**config.mk**
```make
export PLATFORM = sky130hd
export DESIGN_NAME = rx_ring_fifo_with_threshold
export DESIGN_NICKNAME = d
export VERILOG_FILES = /design/src/hw/rtl/rxrf_pkg.sv /design/src/hw/rtl/rxrf_csr.sv /design/src/hw/rtl/rxrf_ctrl.sv /design/src/hw/rtl/rxrf_datapath.sv /design/src/hw/rtl/rx_ring_fifo_with_threshold.sv
export SDC_FILE = /design/constraint.sdc
export NUM_CORES = 1
export LEC_CHECK = 0
export CORE_UTILIZATION = 55
export DETAILED_ROUTE_END_ITERATION = 16
export DONT_BUFFER_PORTS = 1
export PLACE_DENSITY_LB_ADDON = 0.2
export SLEW_MARGIN = 20
export SYNTH_ARGS = -nofsm -noshare
export SYNTH_HDL_FRONTEND = slang
export SYNTH_SLANG_ARGS = --single-unit
```
**constraint.sdc**
```tcl
create_clock -name clock -period 10.6 [get_ports clock]
set_input_delay 1.06 -clock clock [delete_from_list [all_inputs] [get_ports clock]]
set_output_delay 1.06 -clock clock [all_outputs]
set_load 0.03 [all_outputs]
```
**src/hw/rtl/rxrf_pkg.sv**
```systemverilog
// ----------------------------------------------------------------------------
// rxrf_pkg
// Shared constants and controller/datapath interface types for the receive
// ring FIFO.
// ----------------------------------------------------------------------------
package rxrf_pkg;

   // ring geometry: one slot stays free, so the ring holds DEPTH-1 bytes
   localparam int DEPTH = 64;
   localparam int PTR_W = $clog2(DEPTH);
   localparam int THR_W = 7;
   localparam int CNT_W = 7;

   // clamp value for the threshold register
   localparam logic [THR_W-1:0] THR_MAX = THR_W'(DEPTH);
   localparam logic [PTR_W-1:0] LEVEL_FULL = PTR_W'(DEPTH - 1);

   // item kinds
   localparam logic KIND_PUSH = 1'b0;
   localparam logic KIND_PULL = 1'b1;

   // register indexes (word address bit 2)
   localparam logic CSR_ENABLE    = 1'b0;
   localparam logic CSR_THRESHOLD = 1'b1;

   // controller to datapath
   typedef struct packed {
      logic push_op;     // store byte (if enabled and not full) and give the push result
      logic empty_rsp;   // give one result with no data
      logic pull_load;   // load the pull count
      logic pull_issue;  // read one byte and give its result
   } ctrl_cmd_type;

   // datapath to controller
   typedef struct packed {
      logic pull_none;   // pull would take no bytes
      logic last_issue;  // the next issued byte is the final one
   } ctrl_status_type;

endpackage

```
**src/hw/rtl/rxrf_csr.sv**
```systemverilog
// ----------------------------------------------------------------------------
// rxrf_csr
// APB-style register file: enable and threshold.
// ----------------------------------------------------------------------------
module rxrf_csr import rxrf_pkg::*; (
   input  logic             clock,
   input  logic             reset,
   input  logic             psel,
   input  logic             penable,
   input  logic             pwrite,
   input  logic [2:0]       paddr,
   input  logic [31:0]      pwdata,
   output logic [31:0]      prdata,
   output logic             pready,
   output logic             enable,
   output logic [THR_W-1:0] threshold
);

   logic             enable_ff;
   logic [THR_W-1:0] threshold_ff;
   logic             wr_en;

   // registers are word aligned; the low address bits are ignored
   assign wr_en  = psel & penable & pwrite;
   assign pready = 1'b1;

   // write registers
   always_ff @(posedge clock) begin
      if (reset) begin
         enable_ff    <= 1'b0;
         threshold_ff <= '0;
      end else if (wr_en) begin
         case (paddr[2])
            CSR_ENABLE:    enable_ff    <= pwdata[0];
            CSR_THRESHOLD: threshold_ff <= pwdata[THR_W-1:0];
            default:       enable_ff    <= enable_ff;
         endcase
      end
   end

   // read mux
   always_comb begin
      prdata = '0;
      case (paddr[2])
         CSR_ENABLE:    prdata[0]         = enable_ff;
         CSR_THRESHOLD: prdata[THR_W-1:0] = threshold_ff;
         default:       prdata            = '0;
      endcase
   end

   assign enable    = enable_ff;
   assign threshold = threshold_ff;

endmodule

```
**src/hw/rtl/rxrf_ctrl.sv**
```systemverilog
// ----------------------------------------------------------------------------
// rxrf_ctrl
// Controller: takes items and sequences the byte reads of a pull.
// ----------------------------------------------------------------------------
module rxrf_ctrl import rxrf_pkg::*; (
   input  logic            clock,
   input  logic            reset,
   input  logic            start,
   input  logic            kind,
   input  ctrl_status_type status,
   output ctrl_cmd_type    cmd,
   output logic            busy
);

   typedef enum logic {
      ST_IDLE,
      ST_PULL
   } state_type;

   state_type state_ff;
   state_type state_in;
   logic      take;

   assign take = start & (state_ff == ST_IDLE);
   assign busy = (state_ff != ST_IDLE);

   // decode commands and next state
   always_comb begin
      cmd      = '0;
      state_in = state_ff;
      case (state_ff)
         ST_IDLE: begin
            if (take) begin
               if (kind == KIND_PUSH) begin
                  cmd.push_op = 1'b1;
               end else if (status.pull_none) begin
                  cmd.empty_rsp = 1'b1;
               end else begin
                  cmd.pull_load = 1'b1;
                  state_in      = ST_PULL;
               end
            end
         end
         ST_PULL: begin
            cmd.pull_issue = 1'b1;
            if (status.last_issue) begin
               state_in = ST_IDLE;
            end
         end
         default: state_in = ST_IDLE;
      endcase
   end

   // hold state
   always_ff @(posedge clock) begin
      if (reset) begin
         state_ff <= ST_IDLE;
      end else begin
         state_ff <= state_in;
      end
   end

endmodule

```
**src/hw/rtl/rxrf_datapath.sv**
```systemverilog
// ----------------------------------------------------------------------------
// rxrf_datapath
// Ring pointers, byte memory, pull counter and result registers.
// ----------------------------------------------------------------------------
module rxrf_datapath import rxrf_pkg::*; (
   input  logic             clock,
   input  logic             reset,
   input  ctrl_cmd_type     cmd,
   output ctrl_status_type  status,
   input  logic             enable,
   input  logic [THR_W-1:0] threshold,
   input  logic [7:0]       rx_byte,
   input  logic [CNT_W-1:0] pull_count,
   output logic             rsp_strobe,
   output logic [7:0]       rsp_data,
   output logic             rsp_data_valid,
   output logic             rsp_last,
   output logic [5:0]       rsp_fill_level,
   output logic             rsp_threshold_hit,
   output logic             rsp_overflow
);

   logic [7:0]       mem [DEPTH];
   logic [7:0]       rd_data_ff;
   logic [PTR_W-1:0] wr_ptr_ff;
   logic [PTR_W-1:0] rd_ptr_ff;
   logic [PTR_W-1:0] cnt_ff;

   logic             strobe_ff;
   logic             dv_ff;
   logic             last_ff;
   logic [PTR_W-1:0] level_ff;
   logic             hit_ff;
   logic             ovf_ff;

   logic [PTR_W-1:0] level;
   logic [PTR_W-1:0] pull_n;
   logic             full;
   logic             do_write;
   logic [PTR_W-1:0] push_level;
   logic [THR_W-1:0] thr_lim;
   logic             push_hit;

   // current fill level; the ring wraps at a power of two
   assign level = wr_ptr_ff - rd_ptr_ff;
   assign full  = (level == LEVEL_FULL);

   // bytes a pull takes: the smaller of the request and the level
   assign pull_n = (pull_count > {1'b0, level}) ? level : pull_count[PTR_W-1:0];

   assign status.pull_none  = (pull_n == '0);
   assign status.last_issue = (cnt_ff == PTR_W'(1));

   // push: store when enabled and not full, then check the clamped threshold
   assign do_write   = cmd.push_op & enable & ~full;
   assign push_level = do_write ? (level + PTR_W'(1)) : level;
   assign thr_lim    = (threshold > THR_MAX) ? THR_MAX : threshold;
   assign push_hit   = enable & (thr_lim != '0) & ({1'b0, push_level} >= thr_lim);

   // byte memory: one write port, registered read at the read pointer
   always_ff @(posedge clock) begin
      if (do_write) begin
         mem[wr_ptr_ff] <= rx_byte;
      end
      rd_data_ff <= mem[rd_ptr_ff];
   end

   // advance pointers and the pull counter
   always_ff @(posedge clock) begin
      if (reset) begin
         wr_ptr_ff <= '0;
         rd_ptr_ff <= '0;
         cnt_ff    <= '0;
      end else begin
         if (do_write) begin
            wr_ptr_ff <= wr_ptr_ff + PTR_W'(1);
         end
         if (cmd.pull_load) begin
            cnt_ff <= pull_n;
         end else if (cmd.pull_issue) begin
            cnt_ff    <= cnt_ff - PTR_W'(1);
            rd_ptr_ff <= rd_ptr_ff + PTR_W'(1);
         end
      end
   end

   // result strobe
   always_ff @(posedge clock) begin
      if (reset) begin
         strobe_ff <= 1'b0;
      end else begin
         strobe_ff <= cmd.push_op | cmd.empty_rsp | cmd.pull_issue;
      end
   end

   // result fields; the pulled byte arrives from the memory read register
   always_ff @(posedge clock) begin
      dv_ff    <= cmd.pull_issue;
      last_ff  <= cmd.push_op | cmd.empty_rsp | (cmd.pull_issue & status.last_issue);
      hit_ff   <= cmd.push_op & push_hit;
      ovf_ff   <= cmd.push_op & enable & full;
      if (cmd.push_op) begin
         level_ff <= push_level;
      end else if (cmd.pull_issue) begin
         level_ff <= level - PTR_W'(1);
      end else begin
         level_ff <= level;
      end
   end

   assign rsp_strobe        = strobe_ff;
   assign rsp_data          = dv_ff ? rd_data_ff : 8'h00;
   assign rsp_data_valid    = dv_ff;
   assign rsp_last          = last_ff;
   assign rsp_fill_level    = level_ff;
   assign rsp_threshold_hit = hit_ff;
   assign rsp_overflow      = ovf_ff;

endmodule

```
**src/hw/rtl/rx_ring_fifo_with_threshold.sv**
```systemverilog
// ----------------------------------------------------------------------------
// rx_ring_fifo_with_threshold
// Receive ring FIFO of 64 slots (63 usable) with a fill threshold flag.
// ----------------------------------------------------------------------------
// A push item gives one result in the cycle after start; busy stays low, so
// the next item may follow at once. A pull item of n bytes (n = smaller of
// pull_count and the fill level) loads its byte count as it is taken, then
// holds busy high while the controller reads one byte a cycle from the byte
// memory; its results come out one per cycle once the first read has passed
// through the pull state and the result registers, the final one marked by
// rsp_last. A pull that takes no bytes gives one result without data in the
// cycle after start. Every result is shown for exactly one cycle with
// rsp_strobe high and cannot be held off, so the receiver must take it then.
// Registers: enable at address 0, threshold at address 4.
// ----------------------------------------------------------------------------
module rx_ring_fifo_with_threshold import rxrf_pkg::*; (
   input  logic             clock,
   input  logic             reset,
   // item channel
   input  logic             start,
   output logic             busy,
   input  logic             req_kind,
   input  logic [7:0]       req_rx_byte,
   input  logic [CNT_W-1:0] req_pull_count,
   // result channel
   output logic             rsp_strobe,
   output logic [7:0]       rsp_data,
   output logic             rsp_data_valid,
   output logic             rsp_last,
   output logic [5:0]       rsp_fill_level,
   output logic             rsp_threshold_hit,
   output logic             rsp_overflow,
   // register port
   input  logic             psel,
   input  logic             penable,
   input  logic             pwrite,
   input  logic [2:0]       paddr,
   input  logic [31:0]      pwdata,
   output logic [31:0]      prdata,
   output logic             pready
);

   ctrl_cmd_type     cmd;
   ctrl_status_type  status;
   logic             enable;
   logic [THR_W-1:0] threshold;

   rxrf_csr u_csr (
      .clock     (clock),
      .reset     (reset),
      .psel      (psel),
      .penable   (penable),
      .pwrite    (pwrite),
      .paddr     (paddr),
      .pwdata    (pwdata),
      .prdata    (prdata),
      .pready    (pready),
      .enable    (enable),
      .threshold (threshold)
   );

   rxrf_ctrl u_ctrl (
      .clock  (clock),
      .reset  (reset),
      .start  (start),
      .kind   (req_kind),
      .status (status),
      .cmd    (cmd),
      .busy   (busy)
   );

   rxrf_datapath u_datapath (
      .clock             (clock),
      .reset             (reset),
      .cmd               (cmd),
      .status            (status),
      .enable            (enable),
      .threshold         (threshold),
      .rx_byte           (req_rx_byte),
      .pull_count        (req_pull_count),
      .rsp_strobe        (rsp_strobe),
      .rsp_data          (rsp_data),
      .rsp_data_valid    (rsp_data_valid),
      .rsp_last          (rsp_last),
      .rsp_fill_level    (rsp_fill_level),
      .rsp_threshold_hit (rsp_threshold_hit),
      .rsp_overflow      (rsp_overflow)
   );

endmodule
```
### Yosys cells after proc, flatten, opt, wreduce, memory -nomap -nowiden

Memories as Yosys holds them, arrays and structs flattened. A register that Yosys moved wholly into a read port is not among the register bits.
Cells that the tools add are included.
W data, S select, Z words.

* logic and storage cells: 70
* memory bits (writable): 512
* input port bits: 57
* memories kept: 1
* bits in registers: 38

Memories
* u_datapath.mem: depth 64, bits a word 8, rd ports 1, clocked after memory_dff 1, wr ports 1, RTL line rxrf_datapath.sv:23 `logic [7:0] mem [DEPTH];`

* equality and inequality tests: 2
* reduce and logical (&&, ||, !) cells: 6
* order comparisons: 3
* bitwise gates (word level): 17
* add/sub/neg operators: 6
* muxes and demuxes: 23

Operators with widths (count)
* $mux W6: 7
* $add A6 B1 Y6 const B: 3
* $sub A6 B1 Y6 const B: 2
* $and A1 B1 Y1: 10
* $mux W1: 9
* $mux W8: 1
* $ge A6 B7 Y1: 1
* $gt A7 B6 Y1: 1
* $gt A7 B7 Y1 const B: 1
* $mux W7: 1
* $reduce_bool A7 Y1: 1
* $eq A6 B1 Y1 const B: 1
* $eq A6 B6 Y1 const B: 1
* $logic_not A6 Y1: 1
* $mux W3: 2
* $reduce_and A2 Y1: 3
* $sub A6 B6 Y6: 1
* $not A1 Y1: 4
* $pmux W1 S2: 2
* $or A1 B1 Y1: 3
* $mux W2: 1
* $reduce_bool A2 Y1: 1

### Longest topological paths before layout

Gate-level depths: netlist of the first run.

* depth after elaboration: 14
* depth in mapped cells: 21
* gate-level depth less buffers: 18

### Cells and area by module

A second synthesis of the first run with hierarchy kept.

* cells, all modules: 1309
* area, all modules: 22959.5 µm²

Modules (own cells, without submodules)
* rxrf_datapath: cells an instance 1232, area an instance 22256.3 µm², sequential area each 16115.5 µm², times used 1
* rxrf_csr: cells an instance 70, area an instance 625.6 µm², sequential area each 160.2 µm², times used 1
* rxrf_ctrl: cells an instance 7, area an instance 77.6 µm², sequential area each 20.0 µm², times used 1

### Worst setup path after synthesis of the first run

Ideal clock, no wire load.

* path type: register -> register
* from: register u_datapath.rd_ptr_ff[1]
* to: register u_datapath.hit_ff (netlist: u_datapath.rsp_threshold_hit)
* path buffers: 5
* required time: 10.476 ns
* arrival: 4.210 ns
* stages on the path, launching flop included: 22
* path slack: 6.266 ns
* period minus slack after synthesis: 4.334 ns
* path through: dfxtp_1 > clkbuf_1 > clkbuf_1 > clkbuf_1 > inv_1 > fa_1 > nand3_1 > and2_1 > xnor2_2 > nand3_2 > o21ai_1 > buf_2 > buf_2 > xnor2_1 > ha_1 > nand2b_1 > a21o_1 > a21o_1 > a21o_1 > a21o_1 > a21oi_1 > nor4_1

* longest elaborated chain between the ends: 8

RTL lines
* from (decl): RTL line rxrf_datapath.sv:26 `logic [PTR_W-1:0] rd_ptr_ff;`
* from (signal assigned): RTL line rxrf_datapath.sv:82 `rd_ptr_ff <= rd_ptr_ff + PTR_W'(1);`
* $sub A6 B6 Y6 *: RTL line rxrf_datapath.sv:45 `assign level = wr_ptr_ff - rd_ptr_ff;`
* branches (longest 3 deep; another with $add A6 B1 Y6)
* $mux W6 *: RTL line rxrf_datapath.sv:56 `assign push_level = do_write ? (level + PTR_W'(1)) : level;`
* $ge A6 B7 Y1 *: RTL line rxrf_datapath.sv:58 `assign push_hit = enable & (thr_lim != '0) & ({1'b0, push_level} >= thr_lim);`
* $and A1 B1 Y1 *: RTL line rxrf_datapath.sv:58
* $and A1 B1 Y1 *: RTL line rxrf_datapath.sv:100 `hit_ff <= cmd.push_op & push_hit;`
* to (signal assigned): RTL line rxrf_datapath.sv:100
* to (decl): RTL line rxrf_datapath.sv:33 `logic hit_ff;`

Every way passes the cells marked *.
A chain may end at the register's enable or synchronous reset.

### Worst setup path in the final report of the first run

* from: register u_datapath.rd_ptr_ff[1]
* to: memory u_datapath.mem[51][4], enable pin

* longest elaborated chain between the ends: 6

RTL lines
* $sub A6 B6 Y6: RTL line rxrf_datapath.sv:45
* $eq A6 B6 Y1: RTL line rxrf_datapath.sv:46 `assign full = (level == LEVEL_FULL);`
* $not A1 Y1: RTL line rxrf_datapath.sv:55 `assign do_write = cmd.push_op & enable & ~full;`
* $and A1 B1 Y1: RTL line rxrf_datapath.sv:55
* $mux W1: RTL line rxrf_datapath.sv:62 `if (do_write) begin`
* $mux W1 (implied by the code): RTL line rxrf_datapath.sv:63 `mem[wr_ptr_ff] <= rx_byte;`
* to (decl): RTL line rxrf_datapath.sv:23

Every way passes these cells.

==> results.cfg, run 1 <==
[run_status]
status = finished, final reports clean

[floorplan]
coreArea_sq_um = 40830
fp.dieW_microns = 205.3
pin_count = 110
chipHeight_microns = 205.3
die_area_sq_um = 42130
rows = 74
start_util_pct = 55.65

[synthesis]
synth_cell_type_count = 64
synth_warnings = 0
ys.flop_type = edfxtp_1
synthCells = 1169
syn_area_sq_um = 22720
synth_top_area_share_pct = 67.66
yosys.area.top_type = edfxtp_1
synth_edf_count = 512
synthArstFlopShare_pct = 0
synth_area_per_cell_sq_um = 19.44
synth_area_leaders = edfxtp_1 68%, mux4_2 17%, dfxtp_1 4.1%, nor2_1 1.3%, ha_1 1.2%
seq_area_frac_synth_pct = 71.71
synth_seq_cells = 558

[critical_path]
start_kind = flop
required_ns = 10.82
crit_fanout = 48
startpoint = u_datapath.rd_ptr_ff[1]$_SDFFE_PP0P_
critical_path_arrival_ns = 4.94
r2r_start = u_datapath.rd_ptr_ff[1]$_SDFFE_PP0P_
cp-end-kind = flop
critPathKind = flop to flop

[pwr]
p_leak_nw = 7.687
finalPower_mw = 5.332
p_per_area_nw_per_um2 = 213.8
vdd_drop_max_uv = 148.0

[global_routing]
globalRouteOverflowTotal = 0
antenna_found_initial = 0
grt_pass1_vias = 10931
grt_pass1_wl_microns = 70950
grt_use_total_pct = 23.54
grt_max_degree = 65

[sta]
maxSlewViolCount = 0
fin_setup_tns_ns = 0
slew_headroom_pct = 29.02
skew_ns = 0.01223
period_needed_ns = 4.723
finalSetupViolations = 0
worst_pin_slew_ns = 1.055
fin_crit_sh_pct = 44.55
hold_viol = 0
clock.fmax_mhz = 211.7
rsz0062_at_grt = no

[clock_network]
post-cts-setup-buffer-count = 0
cts_root_buffer = clkbuf_16
cts_hold_buf = 0
clkTransAtPathRegs_ns = 0.07
cts_tree = done
ctsResizeCount = 0
cts_max_level = 2
cts_buffers = 56
clock_sinks = 558
cts_max_path_buffers = 3
insertion_delay_ns = 0.60

[route]
wl_per_cell_microns = 27.43
num_vias = 10904
drt_first_pass_iters = 5
drc = 0
routed_via_density = 6.242
postRouteAntennaNets = 0
drtIter0Drc = 950
drt-total-wl_microns = 47930

[cells_and_area]
synthToLayoutAreaGrowth_pct = 9.763
final_cell_mix = 512 x edfxtp_1, 168 x mux4_2, 76 x nor2_1
drive_gt1_share_pct = 23.13
final_common_cell = edfxtp_1
nets = 1253
diodes = 0

[placement]
gp_congestion = 0.8581
hpwl_microns = 28640
io_buffers = 0

[min_path]
hp-start = u_csr.threshold[2]$_SDFFE_PP0P_
hp-class = flop to flop

[flow_run]
max-cap-violations = 0
cell families (layout without fill, tap and decap cells):
group                      after synthesis  in the layout  share of synthesized area [%]
DFF                                    558            558                          71.71
and+or+nand+nor                        205            205                          4.488
muxes                                  174            174                          16.93
buffers and inverters                  113            135                          2.494
AOI/OAI and AO/OA                       73             73                          2.137
adders and majority gates               23             23                          1.299
xor gates and xnor gates                21             21                         0.9085
other                                    2             26                        0.03305
stage by stage:
step                      std cells  cell area (sq um)  util (%)  hold slack [ns]  setup slack, ns
after floorplan                1193              22810         -           0.4526            6.266
after global placement         1647              23140     56.67           0.4720            5.875
after detailed placement       1647              23140     56.67           0.4722            5.824
after CTS                      1747              24930     61.06           0.4850            5.819
after global routing           1747              24940     61.08           0.5126            5.599
final                          1747              24940     61.08           0.4839            5.877
area by class of cell:
class,count,area [sq um]
Timing Repair Buffer,14,105.1
Multi-Input combinational cell,522,5995
Sequential cell,558,16300
Clock inverter,28,217.7
Clock buffer,72,1577
Fill cell,2834,15890
Inverter,21,78.83
Tap cell,532,665.6
worst max-delay path, cell delays in order (launching register included):
cell and delay [ns]:
dfxtp_4 0.84, inv_1 0.19, fa_1 0.49, nand3_1 0.13, and2_1 0.21, xnor2_2 0.15, nand3_2 0.20, o21ai_2 0.18
buf_4 0.29, or4b_1 0.82, nor2_1 0.81
power breakdown:
part	switching [mW]	leakage [nW]	internal [mW]
clock network	0.809	0.888	1.12
logic	0.449	1.82	0.445
registers	0.0743	4.98	2.44
state kept, by name (all words and copies together) (netlist names):
register / cells
u_datapath.rsp_strobe: 1
u_datapath.rsp_fill_level: 6
u_datapath.rsp_data_valid: 1
u_csr.enable: 1
u_csr.threshold: 7
u_ctrl.busy: 1
u_datapath.rd_data_ff: 8
u_datapath.rsp_overflow: 1
u_datapath.rsp_threshold_hit: 1
u_datapath.cnt_ff: 6
u_datapath.rd_ptr_ff: 6
u_datapath.rsp_last: 1
u_datapath.wr_ptr_ff: 6
u_datapath.mem: 512
worst paths after layout:
path,end,cells after the start,slack [ns]
hold reg to reg,u_csr.threshold[2]$_SDFFE_PP0P_,2,0.48
setup reg to reg,u_datapath.mem[51][4]$_DFFE_PP_,10,5.88
setup / recovery,u_datapath.mem[51][4]$_DFFE_PP_,10,5.88
hold / removal,u_csr.threshold[2]$_SDFFE_PP0P_,2,0.48
Yosys cell counts, types with 2 or more instances:
| master | instances |
|---|---|
| ha_1 | 22 |
| nor4_1 | 12 |
| mux2i_1 | 4 |
| mux4_2 | 168 |
| xnor2_1 | 13 |
| nor2_1 | 76 |
| nor2b_1 | 4 |
| nor3_1 | 6 |
| xor2_1 | 6 |
| a21o_1 | 5 |
| buf_1 | 10 |
| nand2_1 | 37 |
| inv_2 | 2 |
| dfxtp_1 | 46 |
| a311oi_1 | 2 |
| a41oi_1 | 2 |
| a21oi_1 | 20 |
| o21ai_0 | 10 |
| o22ai_1 | 4 |
| buf_2 | 6 |
| conb_1 | 2 |
| o21ai_1 | 4 |
| nand3b_1 | 4 |
| or4b_1 | 2 |
| o211ai_1 | 4 |
| o31ai_1 | 4 |
| o2111ai_1 | 2 |
| nand2b_1 | 8 |
| a31oi_1 | 3 |
| mux2_2 | 2 |
| inv_1 | 18 |
| edfxtp_1 | 512 |
| nand4_1 | 3 |
| buf_4 | 34 |
| nand3_1 | 13 |
| and2_1 | 17 |
| o32ai_1 | 2 |
| or4_1 | 6 |
| clkbuf_1 | 41 |
| or3_1 | 9 |
per-layer routing:
| layer | vias up | global-route usage (%) | wire, microns |
|---|---|---|---|
| li1 | 4706 | - | - |
| met1 | 5694 | 34.61 | 20500 |
| met3 | 85 | 3.453 | 3098 |
| met4 | 0 | 8.016 | 1267 |
| met2 | 419 | 36.52 | 23070 |
| met5 | - | 0 | 0 |
Power figures use the tool's default switching activity.
==> inputs of run 2 (changes only) <==
Clock period 10.6 ns to 4.6 ns, I/O delays scaled along.
==> run 2 against run 1 <==
Against the previous run:
- count of clock-buffer cells in the layout is 4 lower
- routed wire length fell by 1.5%
- combinational power rose to 2.5 times the previous value
- first-iteration DRC count is 18% higher
- clock power is 140% higher
- register-to-register slack got worse by 5.3 ns
- final cell count is 2.3% higher
- power up 130%
- critical endpoint is now u_datapath.mem[5][5]$_DFFE_PP_
- largest cell class unchanged
- largest power group unchanged
==> results.cfg, run 2 (synthesized netlist as in run 1, its figures left out) <==
[sta]
skew_ns = 0.01361
clock.fmax_mhz = 250.0
hold_viol = 0
fin_crit_sh_pct = 86.97
slew_headroom_pct = 28.02
period_needed_ns = 4.000
rsz0062_at_grt = no
maxSlewViolCount = 0
fin_setup_tns_ns = 0
worst_pin_slew_ns = 1.071
whs_ns = 0.03760
finalSetupViolations = 0

[route]
wl_per_cell_microns = 26.40
num_vias = 11006
routed_via_density = 6.155
drt_first_pass_iters = 5
drtIter0Drc = 1117
postRouteAntennaNets = 0
drt-total-wl_microns = 47210
drc = 0

[critical_path]
r2r_start = u_datapath.wr_ptr_ff[4]$_SDFFE_PP0P_
critPathMaxStageDelay_ns = 0.77
crit_end = u_datapath.mem[5][5]$_DFFE_PP_
crit_fanout = 20
path_buf_inv = 1
r2r_slack_ns = 0.60
cp-end-kind = flop
startpoint = u_datapath.wr_ptr_ff[4]$_SDFFE_PP0P_
critical_path_depth = 9
crit_path_top_delay_cell = nor2_1
path_cells = ha_1 -> and2_1 -> o21a_1 -> a31oi_1 -> a21o_1 -> o21ai_2 -> buf_4 -> or4_1 -> nor2_1
critical_path_arrival_ns = 4.22
critPathKind = flop to flop
reg2reg_depth = 9
path_delay_family = simple AND/OR/NAND/NOR gates
regToRegEndpoint = u_datapath.mem[5][5]$_DFFE_PP_
start_kind = flop
required_ns = 4.82

[floorplan]
pin_count = 110
start_util_pct = 55.65
fp.dieW_microns = 205.3
chipHeight_microns = 205.3
coreArea_sq_um = 40830
die_area_sq_um = 42130
rows = 74

[cells_and_area]
multi_input_area_sq_um = 5986
regMostFlops = u_datapath.mem
fillCellCount = 2800
nets = 1294
largest_register_ffs = 512
final_cell_mix = 512 x edfxtp_1, 168 x mux4_2, 76 x nor2_1
final_common_cell = edfxtp_1
synthToLayoutAreaGrowth_pct = 12.14
drive_gt1_share_pct = 25.08
diodes = 0
seq_area_sq_um = 16300

[global_routing]
grt_pass1_vias = 11013
globalRouteOverflowTotal = 0
antenna_found_initial = 0
grt_pass1_wl_microns = 70840
grt_use_total_pct = 23.38
grt_max_degree = 99

[clock_network]
clkTransAtPathRegs_ns = 0.07
ctsResizeCount = 0
insertion_delay_ns = 0.60
cts_max_path_buffers = 3
clock_sinks = 558
cts_tree = done
cts_root_buffer = clkbuf_16
cts_max_level = 2
cts_buffers = 55
post-cts-setup-buffer-count = 0

[placement]
io_buffers = 0
hpwl_microns = 28200
gp_congestion = 0.8177

[pwr]
p_per_area_nw_per_um2 = 491.5
vdd_drop_max_uv = 391.1
p_leak_nw = 7.961

[min_path]
whs_path_depth = 3
hp-class = input pin to flop

[run_status]
status = finished, final reports clean

[flow_run]
max-cap-violations = 0
==> run 2: changes by cell type in the layout (fill, tap and decap cells not counted), moves of 2 or more <==
cell / before / now
buf_4: 14 / 38
dlygate4sd3_1: 0 / 9
buf_16: 0 / 8
bufinv_16: 3 / 8
clkbuf_16: 60 / 56
clkinv_1: 12 / 8
clkinvlp_4: 0 / 4
clkbuf_1: 9 / 11
clkbuf_8: 3 / 1
clkinv_4: 2 / 0
==> run 2: metal layers <==
metal | vias to the layer above | track usage (%) | share of wire (%)
met3 | 65 | 3.928 | 6.8
met2 | 414 | 36.91 | 49
met1 | 5734 | 34.43 | 43
met4 | 0 | 5.608 | 1.9
li1 | 4793 | - | -
met5 | - | 0 | 0
==> run 2: worst min-delay path by stage <==
stage                                               start                               to  slack, ns
final                                            paddr[2]        u_csr.enable$_SDFFE_PP0P_       0.04
after floorplan           u_csr.threshold[5]$_SDFFE_PP0P_  u_csr.threshold[5]$_SDFFE_PP0P_       0.45
after global routing                             paddr[2]        u_csr.enable$_SDFFE_PP0P_       0.03
after detailed placement  u_csr.threshold[4]$_SDFFE_PP0P_  u_csr.threshold[4]$_SDFFE_PP0P_       0.48
after CTS                                        paddr[2]        u_csr.enable$_SDFFE_PP0P_      0.003
after global placement    u_csr.threshold[2]$_SDFFE_PP0P_  u_csr.threshold[2]$_SDFFE_PP0P_       0.47
==> run 2: through the flow <==
| stage | utilization (%) | power (mW) | std cells | instance area, sq um | setup WS, ns |
|---|---|---|---|---|---|
| finish | 62.40 | 12.52 | 1788 | 25480 | 0.5996 |
| global route | 62.40 | 12.97 | 1788 | 25480 | 0.3471 |
| CTS | 62.40 | 12.65 | 1788 | 25480 | 0.6018 |
| detailed placement | 57.16 | 8.003 | 1672 | 23340 | 0.6191 |
| global placement | 57.16 | 7.988 | 1672 | 23340 | 0.6874 |
| floorplan | - | 7.538 | 1193 | 22810 | 0.2662 |
==> run 2: cell type report <==
type	instances	share of cell area (%)
Clock inverter	31	1.473
Timing Repair Buffer	56	2.416
Inverter	21	0.3094
Tap cell	532	2.612
Multi-Input combinational cell	522	23.49
Sequential cell	558	63.98
Clock buffer	68	5.716
==> run 2: what timing repair did <==
item                                   4_1_cts  5_1_grt
endpoints found under the hold margin      539        0
hold buffers                                17        0
setup endpoints to repair                    0        0
==> run 2: where the power goes <==
part / switching (mW) / internal, mW
logic: 1.18 / 1.06
clock network: 1.85 / 2.69
registers: 0.119 / 5.62
==> run 2: worst reg2reg max path, delay by kind of cell (launching register included) <==
kind            cells  cell delay, ns
flops               1            0.57
simple gates        3            1.74
buf+inv             1            0.23
fa+ha+maj           1            0.42
compound gates      4            0.67
